===== src/sv/i2p_pkg.sv =====
// shared constants, types and character-class functions for the infix to postfix converter
`timescale 1ns / 1ps

package i2p_pkg;

	localparam logic [7:0] CH_LPAREN = 8'h28;
	localparam logic [7:0] CH_RPAREN = 8'h29;
	localparam logic [7:0] CH_PLUS   = 8'h2B;
	localparam logic [7:0] CH_MINUS  = 8'h2D;
	localparam logic [7:0] CH_STAR   = 8'h2A;
	localparam logic [7:0] CH_SLASH  = 8'h2F;
	localparam logic [7:0] CH_CARET  = 8'h5E;
	localparam logic [7:0] CH_NUL    = 8'h00;

	typedef struct packed {
		logic push;
		logic pop;
	} cell_ctl_t;

	// precedence as 0..3, where 0 stands for every non-operator
	function automatic logic [1:0] prec_of(input logic [7:0] c);
		logic [1:0] p;
		case (c)
			CH_PLUS, CH_MINUS: p = 2'd1;
			CH_STAR, CH_SLASH: p = 2'd2;
			CH_CARET:          p = 2'd3;
			default:           p = 2'd0;
		endcase
		return p;
	endfunction

	function automatic logic is_operand(input logic [7:0] c);
		return (c >= 8'h61 && c <= 8'h7A) || (c >= 8'h41 && c <= 8'h5A) ||
			(c >= 8'h30 && c <= 8'h39);
	endfunction

endpackage


===== src/sv/i2p_cell.sv =====
// one entry of the shifting operator stack
`timescale 1ns / 1ps

module i2p_cell import i2p_pkg::*; (
	input  logic       clk,
	input  logic       arst_n,
	input  cell_ctl_t  ctl,
	input  logic [7:0] upper_data,
	input  logic       upper_valid,
	input  logic [7:0] lower_data,
	input  logic       lower_valid,
	output logic [7:0] data,
	output logic       valid
);

	logic [7:0] data_q;
	logic       valid_q;

	always_ff @(posedge clk or negedge arst_n) begin
		if (!arst_n) begin
			valid_q <= 1'b0;
		end else if (ctl.push) begin
			valid_q <= upper_valid;
		end else if (ctl.pop) begin
			valid_q <= lower_valid;
		end
	end

	always_ff @(posedge clk) begin
		if (ctl.push) begin
			data_q <= upper_data;
		end else if (ctl.pop) begin
			data_q <= lower_data;
		end
	end

	assign data  = data_q;
	assign valid = valid_q;

endmodule


===== src/sv/infix_to_postfix_converter_core.sv =====
// top level of the infix to postfix converter: sequencer, cell chain and output register
`timescale 1ns / 1ps

// Converts an infix expression, one ASCII character per input transaction (tlast on the
// final character), into postfix, one character per output transaction; the expression
// closes with a transaction carrying 0 and tlast, and tuser carries the sticky overflow
// flag. The operator stack is a chain of STACK_DEPTH cells that shift together on every
// push or pop, with the top in the first cell. Each character is accepted, then decided
// against the top cell, one popped operator per step; after the final character each
// remaining stack entry is popped and then the terminator is sent. A stalled output
// holds the sequencer. No clearing pass is needed after reset.
module infix_to_postfix_converter_core import i2p_pkg::*; #(
	parameter int STACK_DEPTH = 16
) (
	input  logic       clk,
	input  logic       arst_n,
	input  logic       s_tvalid,
	output logic       s_tready,
	input  logic [7:0] s_tdata,   // [7:0] in_char
	input  logic       s_tlast,   // last_char
	output logic       m_tvalid,
	input  logic       m_tready,
	output logic [7:0] m_tdata,   // [7:0] out_char
	output logic       m_tlast,   // end_of_expression
	output logic [0:0] m_tuser    // [0] overflow
);

	typedef enum logic [2:0] {
		S_IDLE  = 3'b001,
		S_OP    = 3'b010,
		S_FLUSH = 3'b100
	} state_t;

	state_t state_q, state_d, done_state;

	logic [7:0] char_q;
	logic       last_q;
	logic       overflow_q;
	logic       set_ovf;

	logic [7:0] cell_data [STACK_DEPTH];
	logic [STACK_DEPTH-1:0] valid_vec;
	cell_ctl_t  ctl;

	logic [7:0] top;
	logic       top_valid, top_lp, full;

	logic       m_tvalid_q, m_tlast_q;
	logic [7:0] m_tdata_q;
	logic [0:0] m_tuser_q;
	logic       out_free, emit, emit_end;
	logic [7:0] emit_char;

	// cell chain
	for (genvar i = 0; i < STACK_DEPTH; i++) begin : g_cell
		logic [7:0] up_d, lo_d;
		logic       up_v, lo_v;
		if (i == 0) begin : g_top
			assign up_d = char_q;
			assign up_v = 1'b1;
		end else begin : g_mid
			assign up_d = cell_data[i-1];
			assign up_v = valid_vec[i-1];
		end
		if (i == STACK_DEPTH - 1) begin : g_bot
			assign lo_d = CH_NUL;
			assign lo_v = 1'b0;
		end else begin : g_lo
			assign lo_d = cell_data[i+1];
			assign lo_v = valid_vec[i+1];
		end
		i2p_cell u_cell (
			.clk         (clk),
			.arst_n      (arst_n),
			.ctl         (ctl),
			.upper_data  (up_d),
			.upper_valid (up_v),
			.lower_data  (lo_d),
			.lower_valid (lo_v),
			.data        (cell_data[i]),
			.valid       (valid_vec[i])
		);
	end

	assign top        = cell_data[0];
	assign top_valid  = valid_vec[0];
	assign top_lp     = (top == CH_LPAREN);
	assign full       = valid_vec[STACK_DEPTH-1];
	assign out_free   = !m_tvalid_q || m_tready;
	assign done_state = last_q ? S_FLUSH : S_IDLE;
	assign s_tready   = (state_q == S_IDLE);

	always_comb begin
		state_d   = state_q;
		ctl       = '0;
		set_ovf   = 1'b0;
		emit      = 1'b0;
		emit_char = top;
		emit_end  = 1'b0;
		unique case (state_q)
			S_IDLE: begin
				if (s_tvalid) begin
					state_d = S_OP;
				end
			end
			S_OP: begin
				if (is_operand(char_q)) begin
					if (out_free) begin
						emit      = 1'b1;
						emit_char = char_q;
						state_d   = done_state;
					end
				end else if (char_q == CH_LPAREN) begin
					ctl.push = !full;
					set_ovf  = full;
					state_d  = done_state;
				end else if (char_q == CH_RPAREN) begin
					if (top_valid && !top_lp) begin
						if (out_free) begin
							emit    = 1'b1;
							ctl.pop = 1'b1;
						end
					end else begin
						ctl.pop = top_valid;
						state_d = done_state;
					end
				end else if (top_valid && !top_lp && prec_of(char_q) <= prec_of(top)) begin
					if (out_free) begin
						emit    = 1'b1;
						ctl.pop = 1'b1;
					end
				end else begin
					ctl.push = !full;
					set_ovf  = full;
					state_d  = done_state;
				end
			end
			S_FLUSH: begin
				if (out_free) begin
					emit = 1'b1;
					if (top_valid) begin
						ctl.pop = 1'b1;
					end else begin
						emit_char = CH_NUL;
						emit_end  = 1'b1;
						state_d   = S_IDLE;
					end
				end
			end
			default: state_d = S_IDLE;
		endcase
	end

	always_ff @(posedge clk or negedge arst_n) begin
		if (!arst_n) begin
			state_q    <= S_IDLE;
			overflow_q <= 1'b0;
			m_tvalid_q <= 1'b0;
		end else begin
			state_q <= state_d;
			if (set_ovf) begin
				overflow_q <= 1'b1;
			end
			if (emit) begin
				m_tvalid_q <= 1'b1;
			end else if (m_tready) begin
				m_tvalid_q <= 1'b0;
			end
		end
	end

	always_ff @(posedge clk) begin
		if (s_tvalid && s_tready) begin
			char_q <= s_tdata;
			last_q <= s_tlast;
		end
		if (emit) begin
			m_tdata_q    <= emit_char;
			m_tlast_q    <= emit_end;
			m_tuser_q[0] <= overflow_q;
		end
	end

	assign m_tvalid = m_tvalid_q;
	assign m_tdata  = m_tdata_q;
	assign m_tlast  = m_tlast_q;
	assign m_tuser  = m_tuser_q;

`ifndef SYNTHESIS
	a_thermometer: assert property (@(posedge clk) disable iff (!arst_n)
		((valid_vec >> 1) & ~valid_vec) == '0)
		else $error("stack cells not filled from the top");

	a_push_pop_excl: assert property (@(posedge clk) disable iff (!arst_n)
		!(ctl.push && ctl.pop))
		else $error("push and pop in the same cycle");

	a_pop_nonempty: assert property (@(posedge clk) disable iff (!arst_n)
		ctl.pop |-> top_valid)
		else $error("pop from an empty stack");

	a_ovf_sticky: assert property (@(posedge clk) disable iff (!arst_n)
		overflow_q |=> overflow_q)
		else $error("overflow flag cleared");

	a_emit_room: assert property (@(posedge clk) disable iff (!arst_n)
		emit |-> out_free)
		else $error("result written over a pending transaction");
`endif

endmodule

===== config.mk =====
export PLATFORM = sky130hd
export DESIGN_NAME = infix_to_postfix_converter_core
export DESIGN_NICKNAME = d
export VERILOG_FILES = /design/src/sv/i2p_pkg.sv /design/src/sv/i2p_cell.sv /design/src/sv/infix_to_postfix_converter_core.sv
export SDC_FILE = /design/constraint.sdc
export NUM_CORES = 1
export LEC_CHECK = 0
export CAP_MARGIN = 20
export CORE_MARGIN = 4
export CORE_UTILIZATION = 55
export DETAILED_ROUTE_END_ITERATION = 10
export DONT_BUFFER_PORTS = 1
export GPL_TIMING_DRIVEN = 0
export PLACE_DENSITY = 0.77
export SLEW_MARGIN = 30
export SYNTH_ARGS = -nofsm -noshare
export SYNTH_HDL_FRONTEND = slang
export SYNTH_SLANG_ARGS = --single-unit

===== constraint.sdc =====
create_clock -name clk -period 6.9 [get_ports clk]
set_input_delay 1.035 -clock clk [delete_from_list [all_inputs] [get_ports clk]]
set_output_delay 1.035 -clock clk [all_outputs]
set_load 0.01 [all_outputs]

### Word-level counts from Yosys, hierarchy flattened

Cells that the tools add are included.

* order comparisons: 7
* equal/unequal tests: 22
* multiplexer cells: 116
* reduce and logical (&&, ||, !) cells: 20

Operators by type and width (number)
* 2-to-1 mux 8 bit: 36
* equality test 8 x 6 -> 1 bit, second input constant: 11
* 2-to-1 mux 1 bit: 55
* 2-to-1 mux 3 bit: 10
* 2-to-1 mux 2 bit: 9
* equality test 8 x 7 -> 1 bit, second input constant: 2
* >= comparator 8 x 7 -> 1 bit, second input constant: 2
* less-or-equal comparator 8 x 7 -> 1 bit, second input constant: 2
* one-hot mux 8 bit (2 select lines): 1
* one-hot mux 2 bit (3 select lines): 2
* != test 5 bit, second input constant: 2
* one-hot mux 3 bit (3 select lines): 1
* >= comparator 8 x 6 -> 1 bit, second input constant: 1
* less-or-equal comparator 8 x 6 -> 1 bit, second input constant: 1
* OR reduction 2 bit: 4
* logical AND 1 bit: 6
* != test 2 bit, second input constant: 3
* AND reduction 6 bit: 1
* one-hot mux 1 bit (2 select lines): 2
* nonzero test 2 bit: 2
* equality test 3 x 1 -> 1 bit, second input constant: 1
* equality test 3 x 2 -> 1 bit, second input constant: 1
* equality test 3 bit, second input constant: 1
* zero test 1 bit: 3
* other kinds (4): 6

* flip-flop bits (word level): 168

### Longest topological paths before layout

* word-level depth: 16
* mapped depth: 14
* mapped depth without buffers: 12

### Hierarchy

A second synthesis with hierarchy kept.

* cell total of the unflattened synthesis: 470
* area total of the unflattened synthesis: 8034.0 sq um

By module, submodules not included
* i2p_cell: instances 16, cells each 22, area each 417.9 sq um, sequential area each 265.3 sq um
* infix_to_postfix_converter_core: instances 1, cells each 118, area each 1347.5 sq um, sequential area each 696.9 sq um

### Least setup slack after synthesis

Ideal clock, no wire load.

* path type: flip-flop to flip-flop
* start point: register g_cell[0].u_cell.data_q[4]
* end point: register g_cell[14].u_cell.valid_q
* library setup time: 0.146 ns
* arrival time: 6.254 ns
* required time: 6.754 ns
* slack: 0.500 ns
* stages on the path, launching flop included: 13
* path buffers: 0
* clock period less this slack: 6.400 ns
* cells stage by stage: edfxtp_1 -> nor4b_1 -> nand2b_1 -> a21oi_1 -> a31o_2 -> nand3_1 -> ha_1 -> nor2b_1 -> o21ai_0 -> a21oi_1 -> o41ai_4 -> nand2b_1 -> mux2i_1

* word-level cells in the longest chain between the ends: 15
* elaborated cells between the ends (all ways): 29

RTL lines
* from (decl): line i2p_cell.sv:16 `logic [7:0] data_q;`
* from (signal assigned): line i2p_cell.sv:31 `data_q <= upper_data;`
* from (signal assigned): line i2p_cell.sv:33 `data_q <= lower_data;`
* equality test 8 x 6 -> 1 bit: line i2p_pkg.sv:23 `case (c)`
* OR reduction 2 bit: line i2p_pkg.sv:23
* one-hot mux 2 bit (3 select lines): line i2p_pkg.sv:23
* 2-to-1 mux 2 bit: line infix_to_postfix_converter_core.sv:117 `end else if (char_q == CH_RPAREN) begin`
* 2-to-1 mux 2 bit: line infix_to_postfix_converter_core.sv:113 `end else if (char_q == CH_LPAREN) begin`
* 2-to-1 mux 2 bit: line infix_to_postfix_converter_core.sv:107 `if (is_operand(char_q)) begin`
* 2-to-1 mux 2 bit: line infix_to_postfix_converter_core.sv:100 `unique case (state_q)`
* less-or-equal comparator 2 bit: line infix_to_postfix_converter_core.sv:127 `end else if (top_valid && !top_lp && prec_of(char_q) <= prec_of(top)) begin`
* logical AND 1 bit: line infix_to_postfix_converter_core.sv:127
* 2-to-1 mux 1 bit: line infix_to_postfix_converter_core.sv:127
* 2-to-1 mux 1 bit: line infix_to_postfix_converter_core.sv:117
* 2-to-1 mux 1 bit: line infix_to_postfix_converter_core.sv:113
* 2-to-1 mux 2 bit (*): line infix_to_postfix_converter_core.sv:107
* one-hot mux 1 bit (2 select lines) or 2-to-1 mux 1 bit (tied branches): line infix_to_postfix_converter_core.sv:100
* nonzero test 2 bit (no source line) or 2-to-1 mux 1 bit (tied branches)
* to (signal assigned): line i2p_cell.sv:23 `valid_q <= upper_valid;`
* to (signal assigned): line i2p_cell.sv:25 `valid_q <= lower_valid;`
* to (decl): line i2p_cell.sv:17 `logic valid_q;`

Every way passes the cells marked *; elsewhere a longest branch is shown, timed or not. The select of a mux whose other input is x is not followed.
A chain may end at the register's enable or synchronous reset.

### Worst setup path after layout

* start point: register g_cell[0].u_cell.data_q[4]
* end point: register g_cell[7].u_cell.data_q[2] (enable)

* word-level cells in the longest chain between the ends: 15
* elaborated cells between the ends (all ways): 28

RTL lines (line)
* equality test 8 x 6 -> 1 bit: i2p_pkg.sv:23
* OR reduction 2 bit: i2p_pkg.sv:23
* one-hot mux 2 bit (3 select lines): i2p_pkg.sv:23
* 2-to-1 mux 2 bit: infix_to_postfix_converter_core.sv:117
* 2-to-1 mux 2 bit: infix_to_postfix_converter_core.sv:113
* 2-to-1 mux 2 bit: infix_to_postfix_converter_core.sv:107
* 2-to-1 mux 2 bit: infix_to_postfix_converter_core.sv:100
* less-or-equal comparator 2 bit: infix_to_postfix_converter_core.sv:127
* logical AND 1 bit: infix_to_postfix_converter_core.sv:127
* 2-to-1 mux 1 bit: infix_to_postfix_converter_core.sv:127
* 2-to-1 mux 1 bit: infix_to_postfix_converter_core.sv:117
* 2-to-1 mux 1 bit: infix_to_postfix_converter_core.sv:113
* 2-to-1 mux 2 bit (*): infix_to_postfix_converter_core.sv:107
* one-hot mux 1 bit (2 select lines) or 2-to-1 mux 1 bit (tied branches): infix_to_postfix_converter_core.sv:100
* nonzero test 2 bit (no source line) (*)
* to (signal assigned): i2p_cell.sv:31
* to (signal assigned): i2p_cell.sv:33
* to (decl): i2p_cell.sv:16

Marked as above.

==> results by group <==
Status
  • Outcome: finished, final reports clean

Global routing
  • GR Overflow Total: 0
  • Vias in the first global route: 5326
  • Largest net degree at the start of global routing: 55
  • GR Util met1: 27.0%
  • Busiest grt layer: met2
  • M3 GR Usage: 5.45%
  • Initial antenna violation count: 0
  • GRT Resource Usage Total: 21.6%
  • Global Route met2 Usage: 36.1%
  • First-pass GRT wire length: 26.7 mm

Layout
  • Fillers: 1041
  • Final Cell Area: 8310 um^2
  • Share of cells above drive strength 1: 9.20%
  • Area Overhead vs Synth: 11.2%
  • Nets@finish: 752
  • Ant. Diodes: 0

Synth
  • EDFF count, synth: 147
  • Post-Syn Area: 7470 um^2
  • Post-synthesis sequential area ratio: 66.1%
  • Synth area leaders: edfxtp_1, nand2_1, dfrtp_1
  • Share of the synthesized area in the top cell type: 59.1%
  • Area leader, netlist: edfxtp_1
  • Synth Area per Inst: 10.4 um^2
  • Synth Flop Type: edfxtp_1
  • Synth warn: 0
  • Ys async rst share: 12.5%
  • Cells after Synth: 716
  • FF+latch count, synth: 168
  • Syn nets: 731
  • Library cells used by synthesis: 48

CTS
  • CTS tree: built
  • Reg clk slew, reported paths: 70 ps
  • Resize count post-CTS: 0
  • Setup repair bufs after CTS: 0
  • Clock sinks: 168
  • Worst-Skew Late Latency: 430 ps
  • Hold buffers post-CTS: 0
  • CTS root buffer: clkbuf_16
  • CTS max path bufs: 2
  • CTS Buf Count: 17
  • Max H-tree Level: 4

Pwr
  • Worst ir drop on vdd: 0.296 mV
  • Leakage: 3.35 nW
  • Cell area power density: 387 nW/um^2

STA
  • Slew HR: 31.4%
  • Final setup vio count: 0
  • Unrepaired setup endpoints after global routing: false
  • Final min period: 5150 ps
  • Final worst slack: 1750 ps
  • Clock skew: 8.28 ps
  • Actual slew at the worst max-slew pin: 1010 ps
  • Final hold vios: 0
  • Final Max Tran Viols: 0
  • Fmax: 0.194 GHz
  • Post-route clock period utilization: 74.6%
  • Setup TNS: 0 ps

Die
  • Placeable Area: 13300 um^2
  • IO Pins: 25
  • Die W: 125 um
  • Initial Util: 56.2%
  • Row cnt: 42
  • DIE AREA: 15500 um^2
  • Vert. Die Dim: 125 um

Worst setup path
  • Worst Reg-to-Reg Cells: 13
  • Kind of critical path: register to register
  • Critical Path Sink Type: register
  • Req. time, crit path: 7010 ps
  • Reg2Reg Setup Slack: 1750 ps
  • Startpoint types: register
  • RR Endpoint: g_cell[7].u_cell.data[2]$_DFFE_PP_
  • Crit-path max FO: 54
  • CP Launch Point: g_cell[0].u_cell.data[4]$_DFFE_PP_
  • Worst Path Arrival: 5260 ps
  • Critical R2R Launch: g_cell[0].u_cell.data[4]$_DFFE_PP_
  • Setup crit end: g_cell[7].u_cell.data[2]$_DFFE_PP_

Place
  • Placed cell area: 7750 um^2
  • Placement Setup Slack: 1860 ps
  • Gp weighted congestion: 0.808
  • Buffers on Ports: 0
  • HPWL Detailed: 10.4 mm

Drt
  • Post-Route WL: 16.3 mm
  • Final ANT Viol Nets: 0
  • DRC Markers: 0
  • First-pass DRT Iterations: 5
  • DRT iter0 DRCs: 542
  • WL per Instance: 17.6 um
  • Via/cell ratio: 5.68
  • Vias after detailed routing: 5257

Run
  • Max cap viols: 0

Min path
  • Hold Path Class: primary input to async pin
==> metrics by stage <==
step | total power, mW | cells | hold slack, ps | utilization [%]
floorplan | 2.11 | 716 | 419 | -
global placement | 2.27 | 892 | 445 | 57.9
detailed placement | 2.30 | 894 | 444 | 58.3
CTS | 3.22 | 926 | 277 | 62.5
global route | 3.37 | 926 | 270 | 62.5
finish | 3.22 | 926 | 291 | 62.5
==> power breakdown <==
group,internal (mW),total [mW],switching (mW)
Combinational,0.228,0.679,0.451
Sequential,1.47,1.62,0.150
Clock,0.505,0.922,0.417
Total,2.20,3.22,1.02
==> how the worst min path moves through the flow <==
stage,startpoint,end,slack (ps)
6_report,arst_n,g_cell[4].u_cell.valid$_DFFE_PN0P_,290
3_5_place_dp,overflow_q$_DFFE_PN0P_,m_tuser$_DFFE_PP_,440
5_1_grt,arst_n,g_cell[8].u_cell.valid$_DFFE_PN0P_,270
3_3_place_gp,overflow_q$_DFFE_PN0P_,m_tuser$_DFFE_PP_,440
4_1_cts,arst_n,g_cell[8].u_cell.valid$_DFFE_PN0P_,280
2_1_floorplan,overflow_q$_DFFE_PN0P_,m_tuser$_DFFE_PP_,420
==> per-layer routing <==
metal | vias to the layer above | share of wire, %
met5 | - | 0
met4 | 0 | 2.2
met3 | 34 | 7.2
met2 | 220 | 49
met1 | 2549 | 41
li1 | 2454 | -
==> final cells by class <==
type | count | area, um^2 | area share, %
clock buffers | 18 | 429 | 5.16
repair buffers | 2 | 47.5 | 0.572
plain buffers | 38 | 191 | 2.30
inverters | 5 | 18.8 | 0.226
clock inverters | 14 | 134 | 1.61
flip-flops and latches | 168 | 4940 | 59.4
well taps | 176 | 220 | 2.65
multi-input cells | 505 | 2330 | 28.0
==> placed cells by master, fill, tap and decap left out, types with 2 or more instances in the layout <==
cell / instances
a21boi_0: 2
a21o_1: 4
a21oi_1: 17
a22o_1: 7
and2_1: 11
and3_1: 2
buf_2: 27
buf_6: 2
clkbuf_1: 10
clkbuf_16: 17
clkinvlp_4: 3
dfrtp_1: 20
edfxtp_1: 147
ha_1: 2
inv_1: 5
inv_6: 7
mux2i_1: 14
nand2_1: 369
nand2b_1: 7
nand3_1: 5
nand4_1: 2
nor2_1: 20
nor2b_1: 3
nor3_1: 4
nor4b_1: 3
o21ai_0: 7
o22ai_1: 2
==> registers in the layout, summed over array words and instances, names as in the netlist <==
signal               count
m_tlast                  1
m_tvalid                 1
overflow_q               1
state_q                  3
g_cell.u_cell.data     128
last_q                   1
m_tdata                  8
m_tuser                  1
g_cell.u_cell.valid     16
char_q                   8
==> Yosys cell counts, drive strengths merged, types with 3 or more instances <==
cell type	n
nor3	4
nand3	5
o41ai	3
and2	11
inv	5
nand2	369
buf	29
dfrtp	20
a22o	7
a21o	4
nor2b	3
mux2i	14
nor2	21
clkbuf	9
edfxtp	147
nor4b	3
a21oi	17
nand2b	8
o21ai	7
==> worst max-delay path, stage by stage, from the launching register on <==
cell,delay [ps]
edfxtp_1,440
nor4b_1,900
nand2b_1,140
a21oi_1,230
a31o_2,140
nand3_1,80
ha_1,300
nor2b_1,140
o21ai_0,370
a21oi_1,180
o41ai_4,590
nand2b_4,690
buf_12,290
buf_16,280
==> kinds of logic (layout without fill, tap and decap cells) <==
family	Yosys count	count (layout)	synth area share [%]
AO/OA/AOI/OAI	51	51	4.90
XOR/XNOR	2	2	0.234
adder cells (fa/ha/maj)	2	2	0.335
buffers and inverters	43	77	2.81
flip-flops	168	168	66.1
multiplexers	14	14	1.87
AND/OR/NAND/NOR	436	436	23.7
Power figures use the tool's default switching activity.
